**src/rtl/dbba_pkg.sv**
```systemverilog
// Shared types and constants for the disk block bitmap allocator.
package dbba_pkg;

  localparam int CYLINDERS_DEF         = 8;
  localparam int BLOCKS_PER_CYL_DEF    = 8;
  localparam int RECORDS_PER_TRACK_DEF = 4;
  localparam int RESULT_LIMIT          = 64;

  localparam logic OP_ALLOC   = 1'b0;
  localparam logic OP_RELEASE = 1'b1;

  typedef enum logic [1:0] {
    ST_OK           = 2'd0,
    ST_NO_SPACE     = 2'd1,
    ST_BAD_ADDRESS  = 2'd2,
    ST_ALREADY_FREE = 2'd3
  } status_t;

  typedef enum logic [2:0] {
    S_IDLE,
    S_A_RD,
    S_A_LOAD,
    S_A_SCAN,
    S_R_RD,
    S_R_CHK
  } state_t;

  typedef struct packed {
    logic       vld;
    status_t    status;
    logic       addr_vld;
    logic [2:0] cyl;
    logic       trk;
    logic [1:0] rec;
    logic       last;
  } result_t;

endpackage

```
**src/rtl/dbba_ram.sv**
```systemverilog
// Generic simple dual-port RAM with registered read data.
module dbba_ram #(
  parameter int WIDTH = 8,
  parameter int DEPTH = 8
) (
  input  logic                                   clk,
  input  logic                                   we,
  input  logic [((DEPTH > 1) ? $clog2(DEPTH) : 1)-1:0] waddr,
  input  logic [WIDTH-1:0]                       wdata,
  input  logic [((DEPTH > 1) ? $clog2(DEPTH) : 1)-1:0] raddr,
  output logic [WIDTH-1:0]                       rdata
);

  logic [WIDTH-1:0] mem [DEPTH];
  logic [WIDTH-1:0] rdata_r;

  always_ff @(posedge clk) begin
    if (we) begin
      mem[waddr] <= wdata;
    end
    rdata_r <= mem[raddr];
  end

  assign rdata = rdata_r;

endmodule

```
**src/rtl/disk_block_bitmap_allocator.sv**
```systemverilog
// Top level of the disk block bitmap allocator: control, scan and map RAM.
//
// Usage: a request is taken at a rising edge with start high and busy low.
// in_op selects allocate (in_block_count blocks) or release (the block named
// by in_cylinder_in / in_track_in / in_record_in). Results leave on the out_
// ports for exactly one cycle each, marked by out_valid; out_last flags the
// final result of a request. The receiver cannot stall, so nothing waits here.
//
// Timing: rejected requests (zero count, no space, bad address) answer from
// the idle state and leave busy low. A release answers after a map read
// and a check with write back. An allocate walks the map row by row
// through the single RAM read port: each row is read and loaded (rows that
// are full are skipped there), then its bit positions are scanned until the
// request is filled, one address per free bit. Busy stays high while rows
// are read and scanned and drops with the last address.
//
// Reset: the free counter loads the total block count and the per-row valid
// bits clear, so every row reads as free at once; there is no clearing pass.
module disk_block_bitmap_allocator
  import dbba_pkg::*;
#(
  parameter int CYLINDERS           = CYLINDERS_DEF,
  parameter int BLOCKS_PER_CYLINDER = BLOCKS_PER_CYL_DEF,
  parameter int RECORDS_PER_TRACK   = RECORDS_PER_TRACK_DEF
) (
  input  logic       clk,
  input  logic       rst_n,
  input  logic       start,
  output logic       busy,
  input  logic       in_op,
  input  logic [6:0] in_block_count,
  input  logic [2:0] in_cylinder_in,
  input  logic       in_track_in,
  input  logic [1:0] in_record_in,
  output logic       out_valid,
  output logic [1:0] out_status,
  output logic       out_address_valid,
  output logic [2:0] out_cylinder_out,
  output logic       out_track_out,
  output logic [1:0] out_record_out,
  output logic [6:0] out_free_blocks,
  output logic       out_last
);

  localparam int AW    = (CYLINDERS > 1) ? $clog2(CYLINDERS) : 1;
  localparam int PW    = $clog2(BLOCKS_PER_CYLINDER);
  localparam int RW    = (RECORDS_PER_TRACK > 1) ? $clog2(RECORDS_PER_TRACK) : 1;
  localparam int TOTAL = CYLINDERS * BLOCKS_PER_CYLINDER;
  localparam int CW    = $clog2(TOTAL + 1);
  localparam int BPC   = BLOCKS_PER_CYLINDER;

  // Control and scan state
  state_t          state_r, state_nxt;
  logic [6:0]      want_r, want_nxt;
  logic [AW-1:0]   cyl_r, cyl_nxt;
  logic [PW-1:0]   pos_r, pos_nxt;
  logic [RW-1:0]   rec_r, rec_nxt;
  logic            trk_r, trk_nxt;
  logic [BPC-1:0]  row_r, row_nxt;
  logic [CW-1:0]   free_r, free_nxt;
  logic [CYLINDERS-1:0] row_vld_r, row_vld_nxt;
  logic            rd_vld_r;

  // Captured release address
  logic [2:0]      rel_cyl_r, rel_cyl_nxt;
  logic            rel_trk_r, rel_trk_nxt;
  logic [1:0]      rel_rec_r, rel_rec_nxt;
  logic [PW-1:0]   rel_pos_r, rel_pos_nxt;

  // Result register
  result_t         res_r, res_nxt;
  logic [6:0]      out_free_r, out_free_nxt;

  // Map RAM port
  logic            ram_we;
  logic [AW-1:0]   ram_waddr;
  logic [BPC-1:0]  ram_wdata;
  logic [AW-1:0]   ram_raddr;
  logic [BPC-1:0]  ram_rdata;

  logic            accept;
  logic [7:0]      rel_pos_wide;
  logic            rel_bad;
  logic            alloc_zero;
  logic            alloc_short;
  logic [BPC-1:0]  row_mask;
  logic [BPC-1:0]  scan_bit;
  logic [BPC-1:0]  rel_bit;
  logic            scan_free;
  logic            scan_done;
  logic            scan_eor;
  logic [BPC-1:0]  row_set;

  dbba_ram #(
    .WIDTH (BPC),
    .DEPTH (CYLINDERS)
  ) u_map (
    .clk   (clk),
    .we    (ram_we),
    .waddr (ram_waddr),
    .wdata (ram_wdata),
    .raddr (ram_raddr),
    .rdata (ram_rdata)
  );

  assign accept = start && (state_r == S_IDLE);
  assign busy   = (state_r != S_IDLE);

  // Bounds check on the release address, before any map access
  assign rel_pos_wide = in_track_in ? (8'(RECORDS_PER_TRACK) + {6'b0, in_record_in})
                                    : {6'b0, in_record_in};
  assign rel_bad = (32'(in_cylinder_in) >= 32'(CYLINDERS)) ||
                   (32'(in_record_in) >= 32'(RECORDS_PER_TRACK)) ||
                   (32'(rel_pos_wide) >= 32'(BPC));

  assign alloc_zero  = (in_block_count == 7'd0);
  assign alloc_short = (32'(in_block_count) > 32'(RESULT_LIMIT)) ||
                       (32'(in_block_count) > 32'(free_r));

  // A row never written since reset reads as all free
  assign row_mask  = rd_vld_r ? ram_rdata : '0;
  assign scan_bit  = {{(BPC-1){1'b0}}, 1'b1} << pos_r;
  assign rel_bit   = {{(BPC-1){1'b0}}, 1'b1} << rel_pos_r;
  assign scan_free = !row_r[pos_r];
  assign scan_done = scan_free && (want_r == 7'd1);
  assign scan_eor  = (pos_r == PW'(BPC - 1));
  assign row_set   = row_r | (scan_free ? scan_bit : '0);

  // Next state
  always_comb begin
    state_nxt = state_r;
    case (state_r)
      S_IDLE: begin
        if (accept) begin
          if (in_op == OP_ALLOC) begin
            if (!alloc_zero && !alloc_short) begin
              state_nxt = S_A_RD;
            end
          end else if (!rel_bad) begin
            state_nxt = S_R_RD;
          end
        end
      end
      S_A_RD:   state_nxt = S_A_LOAD;
      S_A_LOAD: state_nxt = (&row_mask) ? S_A_RD : S_A_SCAN;
      S_A_SCAN: begin
        if (scan_done) begin
          state_nxt = S_IDLE;
        end else if (scan_eor) begin
          state_nxt = S_A_RD;
        end
      end
      S_R_RD:   state_nxt = S_R_CHK;
      S_R_CHK:  state_nxt = S_IDLE;
      default:  state_nxt = S_IDLE;
    endcase
  end

  // Datapath, RAM controls and results
  always_comb begin
    want_nxt    = want_r;
    cyl_nxt     = cyl_r;
    pos_nxt     = pos_r;
    rec_nxt     = rec_r;
    trk_nxt     = trk_r;
    row_nxt     = row_r;
    free_nxt    = free_r;
    row_vld_nxt = row_vld_r;
    rel_cyl_nxt = rel_cyl_r;
    rel_trk_nxt = rel_trk_r;
    rel_rec_nxt = rel_rec_r;
    rel_pos_nxt = rel_pos_r;
    res_nxt     = '0;
    ram_we      = 1'b0;
    ram_waddr   = '0;
    ram_wdata   = '0;
    ram_raddr   = '0;
    case (state_r)
      S_IDLE: begin
        if (accept) begin
          want_nxt    = in_block_count;
          cyl_nxt     = '0;
          rel_cyl_nxt = in_cylinder_in;
          rel_trk_nxt = in_track_in;
          rel_rec_nxt = in_record_in;
          rel_pos_nxt = PW'(rel_pos_wide);
          if (in_op == OP_ALLOC) begin
            if (alloc_zero) begin
              res_nxt.vld    = 1'b1;
              res_nxt.status = ST_OK;
              res_nxt.last   = 1'b1;
            end else if (alloc_short) begin
              res_nxt.vld    = 1'b1;
              res_nxt.status = ST_NO_SPACE;
              res_nxt.last   = 1'b1;
            end
          end else if (rel_bad) begin
            res_nxt.vld    = 1'b1;
            res_nxt.status = ST_BAD_ADDRESS;
            res_nxt.last   = 1'b1;
          end
        end
      end
      S_A_RD: begin
        ram_raddr = cyl_r;
      end
      S_A_LOAD: begin
        // Skip full rows without scanning them
        row_nxt = row_mask;
        pos_nxt = '0;
        rec_nxt = '0;
        trk_nxt = 1'b0;
        if (&row_mask) begin
          cyl_nxt = cyl_r + 1'b1;
        end
      end
      S_A_SCAN: begin
        row_nxt = row_set;
        if (scan_free) begin
          res_nxt.vld      = 1'b1;
          res_nxt.status   = ST_OK;
          res_nxt.addr_vld = 1'b1;
          res_nxt.cyl      = 3'(cyl_r);
          res_nxt.trk      = trk_r;
          res_nxt.rec      = 2'(rec_r);
          res_nxt.last     = scan_done;
          free_nxt         = free_r - 1'b1;
          want_nxt         = want_r - 7'd1;
        end
        if (scan_done || scan_eor) begin
          // Write the row back once, when leaving it
          ram_we             = 1'b1;
          ram_waddr          = cyl_r;
          ram_wdata          = row_set;
          row_vld_nxt[cyl_r] = 1'b1;
          cyl_nxt            = cyl_r + 1'b1;
        end else begin
          pos_nxt = pos_r + 1'b1;
          if (rec_r == RW'(RECORDS_PER_TRACK - 1)) begin
            rec_nxt = '0;
            trk_nxt = ~trk_r;
          end else begin
            rec_nxt = rec_r + 1'b1;
          end
        end
      end
      S_R_RD: begin
        ram_raddr = AW'(rel_cyl_r);
      end
      S_R_CHK: begin
        res_nxt.vld  = 1'b1;
        res_nxt.last = 1'b1;
        if (row_mask[rel_pos_r]) begin
          ram_we                       = 1'b1;
          ram_waddr                    = AW'(rel_cyl_r);
          ram_wdata                    = row_mask & ~rel_bit;
          row_vld_nxt[AW'(rel_cyl_r)]  = 1'b1;
          free_nxt                     = free_r + 1'b1;
          res_nxt.status               = ST_OK;
          res_nxt.addr_vld             = 1'b1;
          res_nxt.cyl                  = rel_cyl_r;
          res_nxt.trk                  = rel_trk_r;
          res_nxt.rec                  = rel_rec_r;
        end else begin
          res_nxt.status = ST_ALREADY_FREE;
        end
      end
      default: begin
        res_nxt = '0;
      end
    endcase
    out_free_nxt = 7'(free_nxt);
  end

  // Control registers
  always_ff @(posedge clk) begin
    if (!rst_n) begin
      state_r   <= S_IDLE;
      free_r    <= CW'(TOTAL);
      row_vld_r <= '0;
      res_r     <= '0;
    end else begin
      state_r   <= state_nxt;
      free_r    <= free_nxt;
      row_vld_r <= row_vld_nxt;
      res_r     <= res_nxt;
    end
  end

  // Payload registers
  always_ff @(posedge clk) begin
    want_r     <= want_nxt;
    cyl_r      <= cyl_nxt;
    pos_r      <= pos_nxt;
    rec_r      <= rec_nxt;
    trk_r      <= trk_nxt;
    row_r      <= row_nxt;
    rel_cyl_r  <= rel_cyl_nxt;
    rel_trk_r  <= rel_trk_nxt;
    rel_rec_r  <= rel_rec_nxt;
    rel_pos_r  <= rel_pos_nxt;
    out_free_r <= out_free_nxt;
    rd_vld_r   <= row_vld_r[ram_raddr];
  end

  assign out_valid         = res_r.vld;
  assign out_status        = res_r.status;
  assign out_address_valid = res_r.addr_vld;
  assign out_cylinder_out  = res_r.cyl;
  assign out_track_out     = res_r.trk;
  assign out_record_out    = res_r.rec;
  assign out_free_blocks   = out_free_r;
  assign out_last          = res_r.last;

  // Map writes only happen when a scanned row is left or a release commits
  a_we_state: assert property (@(posedge clk) disable iff (!rst_n)
    ram_we |-> (state_r == S_A_SCAN || state_r == S_R_CHK))
    else $error("map write outside scan or release check");

  // Every error result is a single, address-free result
  a_err_single: assert property (@(posedge clk) disable iff (!rst_n)
    (out_valid && out_status != ST_OK) |-> (out_last && !out_address_valid))
    else $error("error result not single or carries an address");

  // The final result of a request coincides with the control being idle
  a_last_idle: assert property (@(posedge clk) disable iff (!rst_n)
    (out_valid && out_last) |-> (state_r == S_IDLE))
    else $error("last result while request still in progress");

  // The scan never runs with nothing left to allocate
  a_scan_want: assert property (@(posedge clk) disable iff (!rst_n)
    (state_r == S_A_SCAN) |-> (want_r != 7'd0))
    else $error("scan active with no blocks wanted");

  a_free_bound: assert property (@(posedge clk) disable iff (!rst_n)
    free_r <= CW'(TOTAL))
    else $error("free count above total blocks");

endmodule
```
**config.mk**
```make
export PLATFORM = sky130hd
export DESIGN_NAME = disk_block_bitmap_allocator
export DESIGN_NICKNAME = d
export VERILOG_FILES = /design/src/rtl/dbba_pkg.sv /design/src/rtl/dbba_ram.sv /design/src/rtl/disk_block_bitmap_allocator.sv
export SDC_FILE = /design/constraint.sdc
export NUM_CORES = 1
export LEC_CHECK = 0
export ABC_AREA = 1
export BUFFER_PORTS_ARGS = -buffer_cell sky130_fd_sc_hd__buf_2
export CAP_MARGIN = 0
export CORE_MARGIN = 8
export CORE_UTILIZATION = 66
export DETAILED_ROUTE_END_ITERATION = 12
export GPL_TIMING_DRIVEN = 1
export PLACE_DENSITY = 0.84
export SLEW_MARGIN = 30
export SYNTH_ARGS = -nofsm -noshare
export SYNTH_HDL_FRONTEND = slang
export SYNTH_SLANG_ARGS = --single-unit
export TNS_END_PERCENT = 10
```
**constraint.sdc**
```tcl
create_clock -name clk -period 6.8 [get_ports clk]
set_clock_uncertainty 0.05 [all_clocks]
set_input_delay 0.68 -clock clk [delete_from_list [all_inputs] [get_ports clk]]
set_output_delay 0.68 -clock clk [all_outputs]
set_load 0.05 [all_outputs]
```
==> impl_results.md <==
* Status: finished, final reports clean
* Startpoint class of the critical path: flop
* Largest fanout on the critical path at 28
* Number of antenna violations at the first check in global routing at 0
* Global Route Usage Sum at 24.3%
* Endpoint kind of the worst setup timing path: flop
* # diodes at 0
* Global placement routability congestion at 0.934
* Source-to-sink clock delay at the later pin of the worst-skew pair at 0.53 ns
* Yosys warns at 0
* Sequential-to-total area share from yosys stat at 56.4%
* Setup-violating endpoint count in the final report at 0
* Power Internal at 1.81 mW
* Largest cells by area after synthesis: sky130_fd_sc_hd__edfxtp_1, sky130_fd_sc_hd__dfxtp_1, sky130_fd_sc_hd__nand2_1, sky130_fd_sc_hd__nor2_1, sky130_fd_sc_hd__inv_1
* Setup repair after global routing missed its margin: false
* Area fraction in and, or, nand and nor cells after synthesis at 19.4%
* Complex-gate fraction of the synthesized area at 12.2%
* Starting density of the core at 67.9%
* Floorplan die height at 116 µm
* Cell type with the highest aggregate area in the netlist: sky130_fd_sc_hd__edfxtp_1
* Critical path data required time at 6.91 ns
* Detailed-route DRC error count at 0
* Accumulated negative setup slack at 0 ns
* Routed wirelength normalized by instance count at 17.4 µm
* Worst Tran Pin Value at 0.948 ns
* IO Count at 36
* Yosys top cell area share at 42.7%
* Share of post-route cells with drive strength above 1 at 11.9%
* Via density at 5.91
* Area delta synth->final at 11.6%
* Final Cycle Share at 41.4%
* Net count after synthesis at 754
* Category of the most critical setup path: flop to flop
* Longest Clk Path Bufs at 2
* Via count at 5294
* Number of enable flip-flop cells after synthesis at 94
* Average footprint of a synthesized cell at 9.20 µm²
* Arrival time of data at the critical path endpoint at 2.92 ns
* Final min period at 2.81 ns
* Count of cell types in the netlist at 36
* WL final at 15600 µm
* Synthesized instance count at 718
* IR Drop Worst-Case VDD at 0.000254 V
* Most used DFF post-synth: sky130_fd_sc_hd__edfxtp_1
* Sequential group share of total power at 40.3%
* Row count at 36
* Clock root buffer: sky130_fd_sc_hd__clkbuf_8
* Remaining global-route overflow at 0
* Post-synthesis async set-or-reset flop share at 0%
* Final WS setup at 3.99 ns
* Commonest cells in the synthesized netlist: sky130_fd_sc_hd__nand2_1, sky130_fd_sc_hd__edfxtp_1, sky130_fd_sc_hd__nor2_1, sky130_fd_sc_hd__inv_1, sky130_fd_sc_hd__o21ai_0
* Hold bufs inserted after CTS at 0
* Buffers added on ports at 35
* Register clock-pin slew on the reported worst setup and hold paths at 0.06 ns
* DIE AREA at 0.0135 mm²
* Resized Gates After CTS at 0
* Layout net count at 786
* Num Clock Sinks at 139
* Power per cell area at 393 mW/mm²
* Largest family of logic cells by synthesized area: simple AND/OR/NAND/NOR gates
* Combinational power share at 30.5%
* Mux contribution to synthesized area at 0%
* Drt first pass iters at 7
* Count of nets left with antenna violations after detail routing at 0
* Max-cap check violation count at 0
* DRT iter0 DRCs at 551
* Die outline width at 116 µm
* Half-perimeter wire length after detailed placement at 10400 µm
* Flop and latch count out of synthesis at 139
* Number of buffers inserted to repair setup after CTS at 0
* Synthesized cell area at 0.00661 mm²
* Number of levels the H-tree was split into at 4
* Clock tree from TritonCTS: yes
* Total leakage power at 2.99 nW
* Hold violation count in the final report at 0
* Inserted Clock Buffers at 17
* Clock network fraction of design power at 29.2%
* Switching Fraction at 37.4%
* Number of global-route vias before repair at 5234
* Max-slew headroom at the worst pin at 36.8%
* Peak Freq at 0.355 GHz
* Largest net degree at the start of global routing at 41
* Area share of fa/ha/maj cells after synthesis at 3.60%
* Global-route wire length before repair at 25200 µm
* Worst setup slack before clock tree synthesis at 4.09 ns
* Xor/xnor share of the synthesized area at 1.59%
* Class of the worst hold path: input port to flop
* Floorplan Core Area at 0.00973 mm²
* Top-count cell post-synth: sky130_fd_sc_hd__nand2_1
* Switching component of the power at 1.08 mW
* Fin. max-slew vios at 0
==> worst paths after layout <==
| path | startpoint | to | slack, ns | cells past startpoint |
|---|---|---|---|---|
| setup / recovery | state_r[2]$_SDFFE_PN0P_ | want_r[2]$_DFFE_PP_ | 3.99 | 5 |
| hold / removal | in_cylinder_in[0] | rel_cyl_r[0]$_DFFE_PP_ | 0.28 | 1 |
| setup reg to reg | state_r[2]$_SDFFE_PN0P_ | want_r[2]$_DFFE_PP_ | 3.99 | 5 |
| hold reg to reg | row_vld_r[3]$_SDFFE_PN0P_ | row_vld_r[3]$_SDFFE_PN0P_ | 0.41 | 2 |
==> metal layers <==
metal / vias up / GRT usage, % / wire length, µm
li1: 2495 / - / -
met1: 2430 / 29.8 / 6180
met2: 321 / 40.5 / 7590
met3: 48 / 5.21 / 1380
met4: 0 / 10.5 / 433
met5: - / 0 / 0
==> cells by family (layout without fill, tap and decap cells) <==
logic type / Yosys count / in the layout
AND/OR/NAND/NOR: 295 / 295
AO/OA/AOI/OAI: 145 / 145
flip-flops: 139 / 139
buffers and inverters: 108 / 153
adder cells (fa/ha/maj): 19 / 19
XOR/XNOR: 12 / 12
==> cells in the final DEF, fill, tap and decap left out, types with 3 or more instances in the layout <==
cell type	instances
sky130_fd_sc_hd__nand2_1	135
sky130_fd_sc_hd__edfxtp_1	94
sky130_fd_sc_hd__nor2_1	90
sky130_fd_sc_hd__inv_1	78
sky130_fd_sc_hd__o21ai_0	57
sky130_fd_sc_hd__dfxtp_1	45
sky130_fd_sc_hd__nand3_1	37
sky130_fd_sc_hd__buf_2	35
sky130_fd_sc_hd__o21ai_1	34
sky130_fd_sc_hd__a21oi_1	24
sky130_fd_sc_hd__ha_1	19
sky130_fd_sc_hd__clkbuf_16	17
sky130_fd_sc_hd__xor2_1	9
sky130_fd_sc_hd__nand4_1	9
sky130_fd_sc_hd__a31oi_1	8
sky130_fd_sc_hd__inv_2	7
sky130_fd_sc_hd__o22ai_1	7
sky130_fd_sc_hd__nor3_1	6
sky130_fd_sc_hd__nand2_4	5
sky130_fd_sc_hd__nand2_2	5
sky130_fd_sc_hd__o211ai_1	5
sky130_fd_sc_hd__o32ai_1	5
sky130_fd_sc_hd__clkinvlp_4	5
sky130_fd_sc_hd__clkbuf_1	4
sky130_fd_sc_hd__xnor2_1	3
==> worst max-delay path: stages, from the launching register on <==
cell and delay, ns:
sky130_fd_sc_hd__dfxtp_1 0.41, sky130_fd_sc_hd__nor2_2 0.42, sky130_fd_sc_hd__inv_1 0.25, sky130_fd_sc_hd__nor2_4 0.41
sky130_fd_sc_hd__inv_2 0.30, sky130_fd_sc_hd__a21oi_1 0.60
==> power groups by stage <==
stage | logic (mW) | registers (mW) | clock network, mW
after floorplan | 0.639 | 1.18 | 0
after global placement | 0.810 | 1.17 | 0
after detailed placement | 0.847 | 1.17 | 0
after CTS | 0.872 | 1.16 | 0.850
after global routing | 0.969 | 1.18 | 0.890
final | 0.883 | 1.17 | 0.846
==> stage by stage <==
step / total power, mW / cells / util [%] / hold WS, ns / cell area (µm²)
2_1_floorplan: 1.82 / 718 / - / 0.380 / 6610
3_3_place_gp: 1.98 / 864 / 70.1 / 0.394 / 6820
3_5_place_dp: 2.02 / 864 / 70.1 / 0.401 / 6820
4_1_cts: 2.88 / 896 / 75.8 / 0.267 / 7370
5_1_grt: 3.04 / 896 / 75.8 / 0.259 / 7370
6_report: 2.90 / 896 / 75.8 / 0.276 / 7370
==> sequential cells by signal, indices dropped and copies added (netlist names), 2 cells and up <==
name,flops
u_map.mem,64
out_record_out,2
rel_cyl_r,3
rec_r,2
free_r,7
out_cylinder_out,3
row_r,8
pos_r,3
cyl_r,3
u_map.rdata,8
out_status,2
row_vld_r,8
out_free_blocks,7
want_r,7
state_r,3
==> layout make-up <==
type / instances / area (µm²)
Clock buffer: 22 / 454
Clock inverter: 10 / 93.8
Fill cell: 654 / 2360
Inverter: 86 / 325
Multi-Input combinational cell: 471 / 2430
Sequential cell: 139 / 3720
Tap cell: 133 / 166
Timing Repair Buffer: 35 / 175
(Power assumes the default switching activity.)
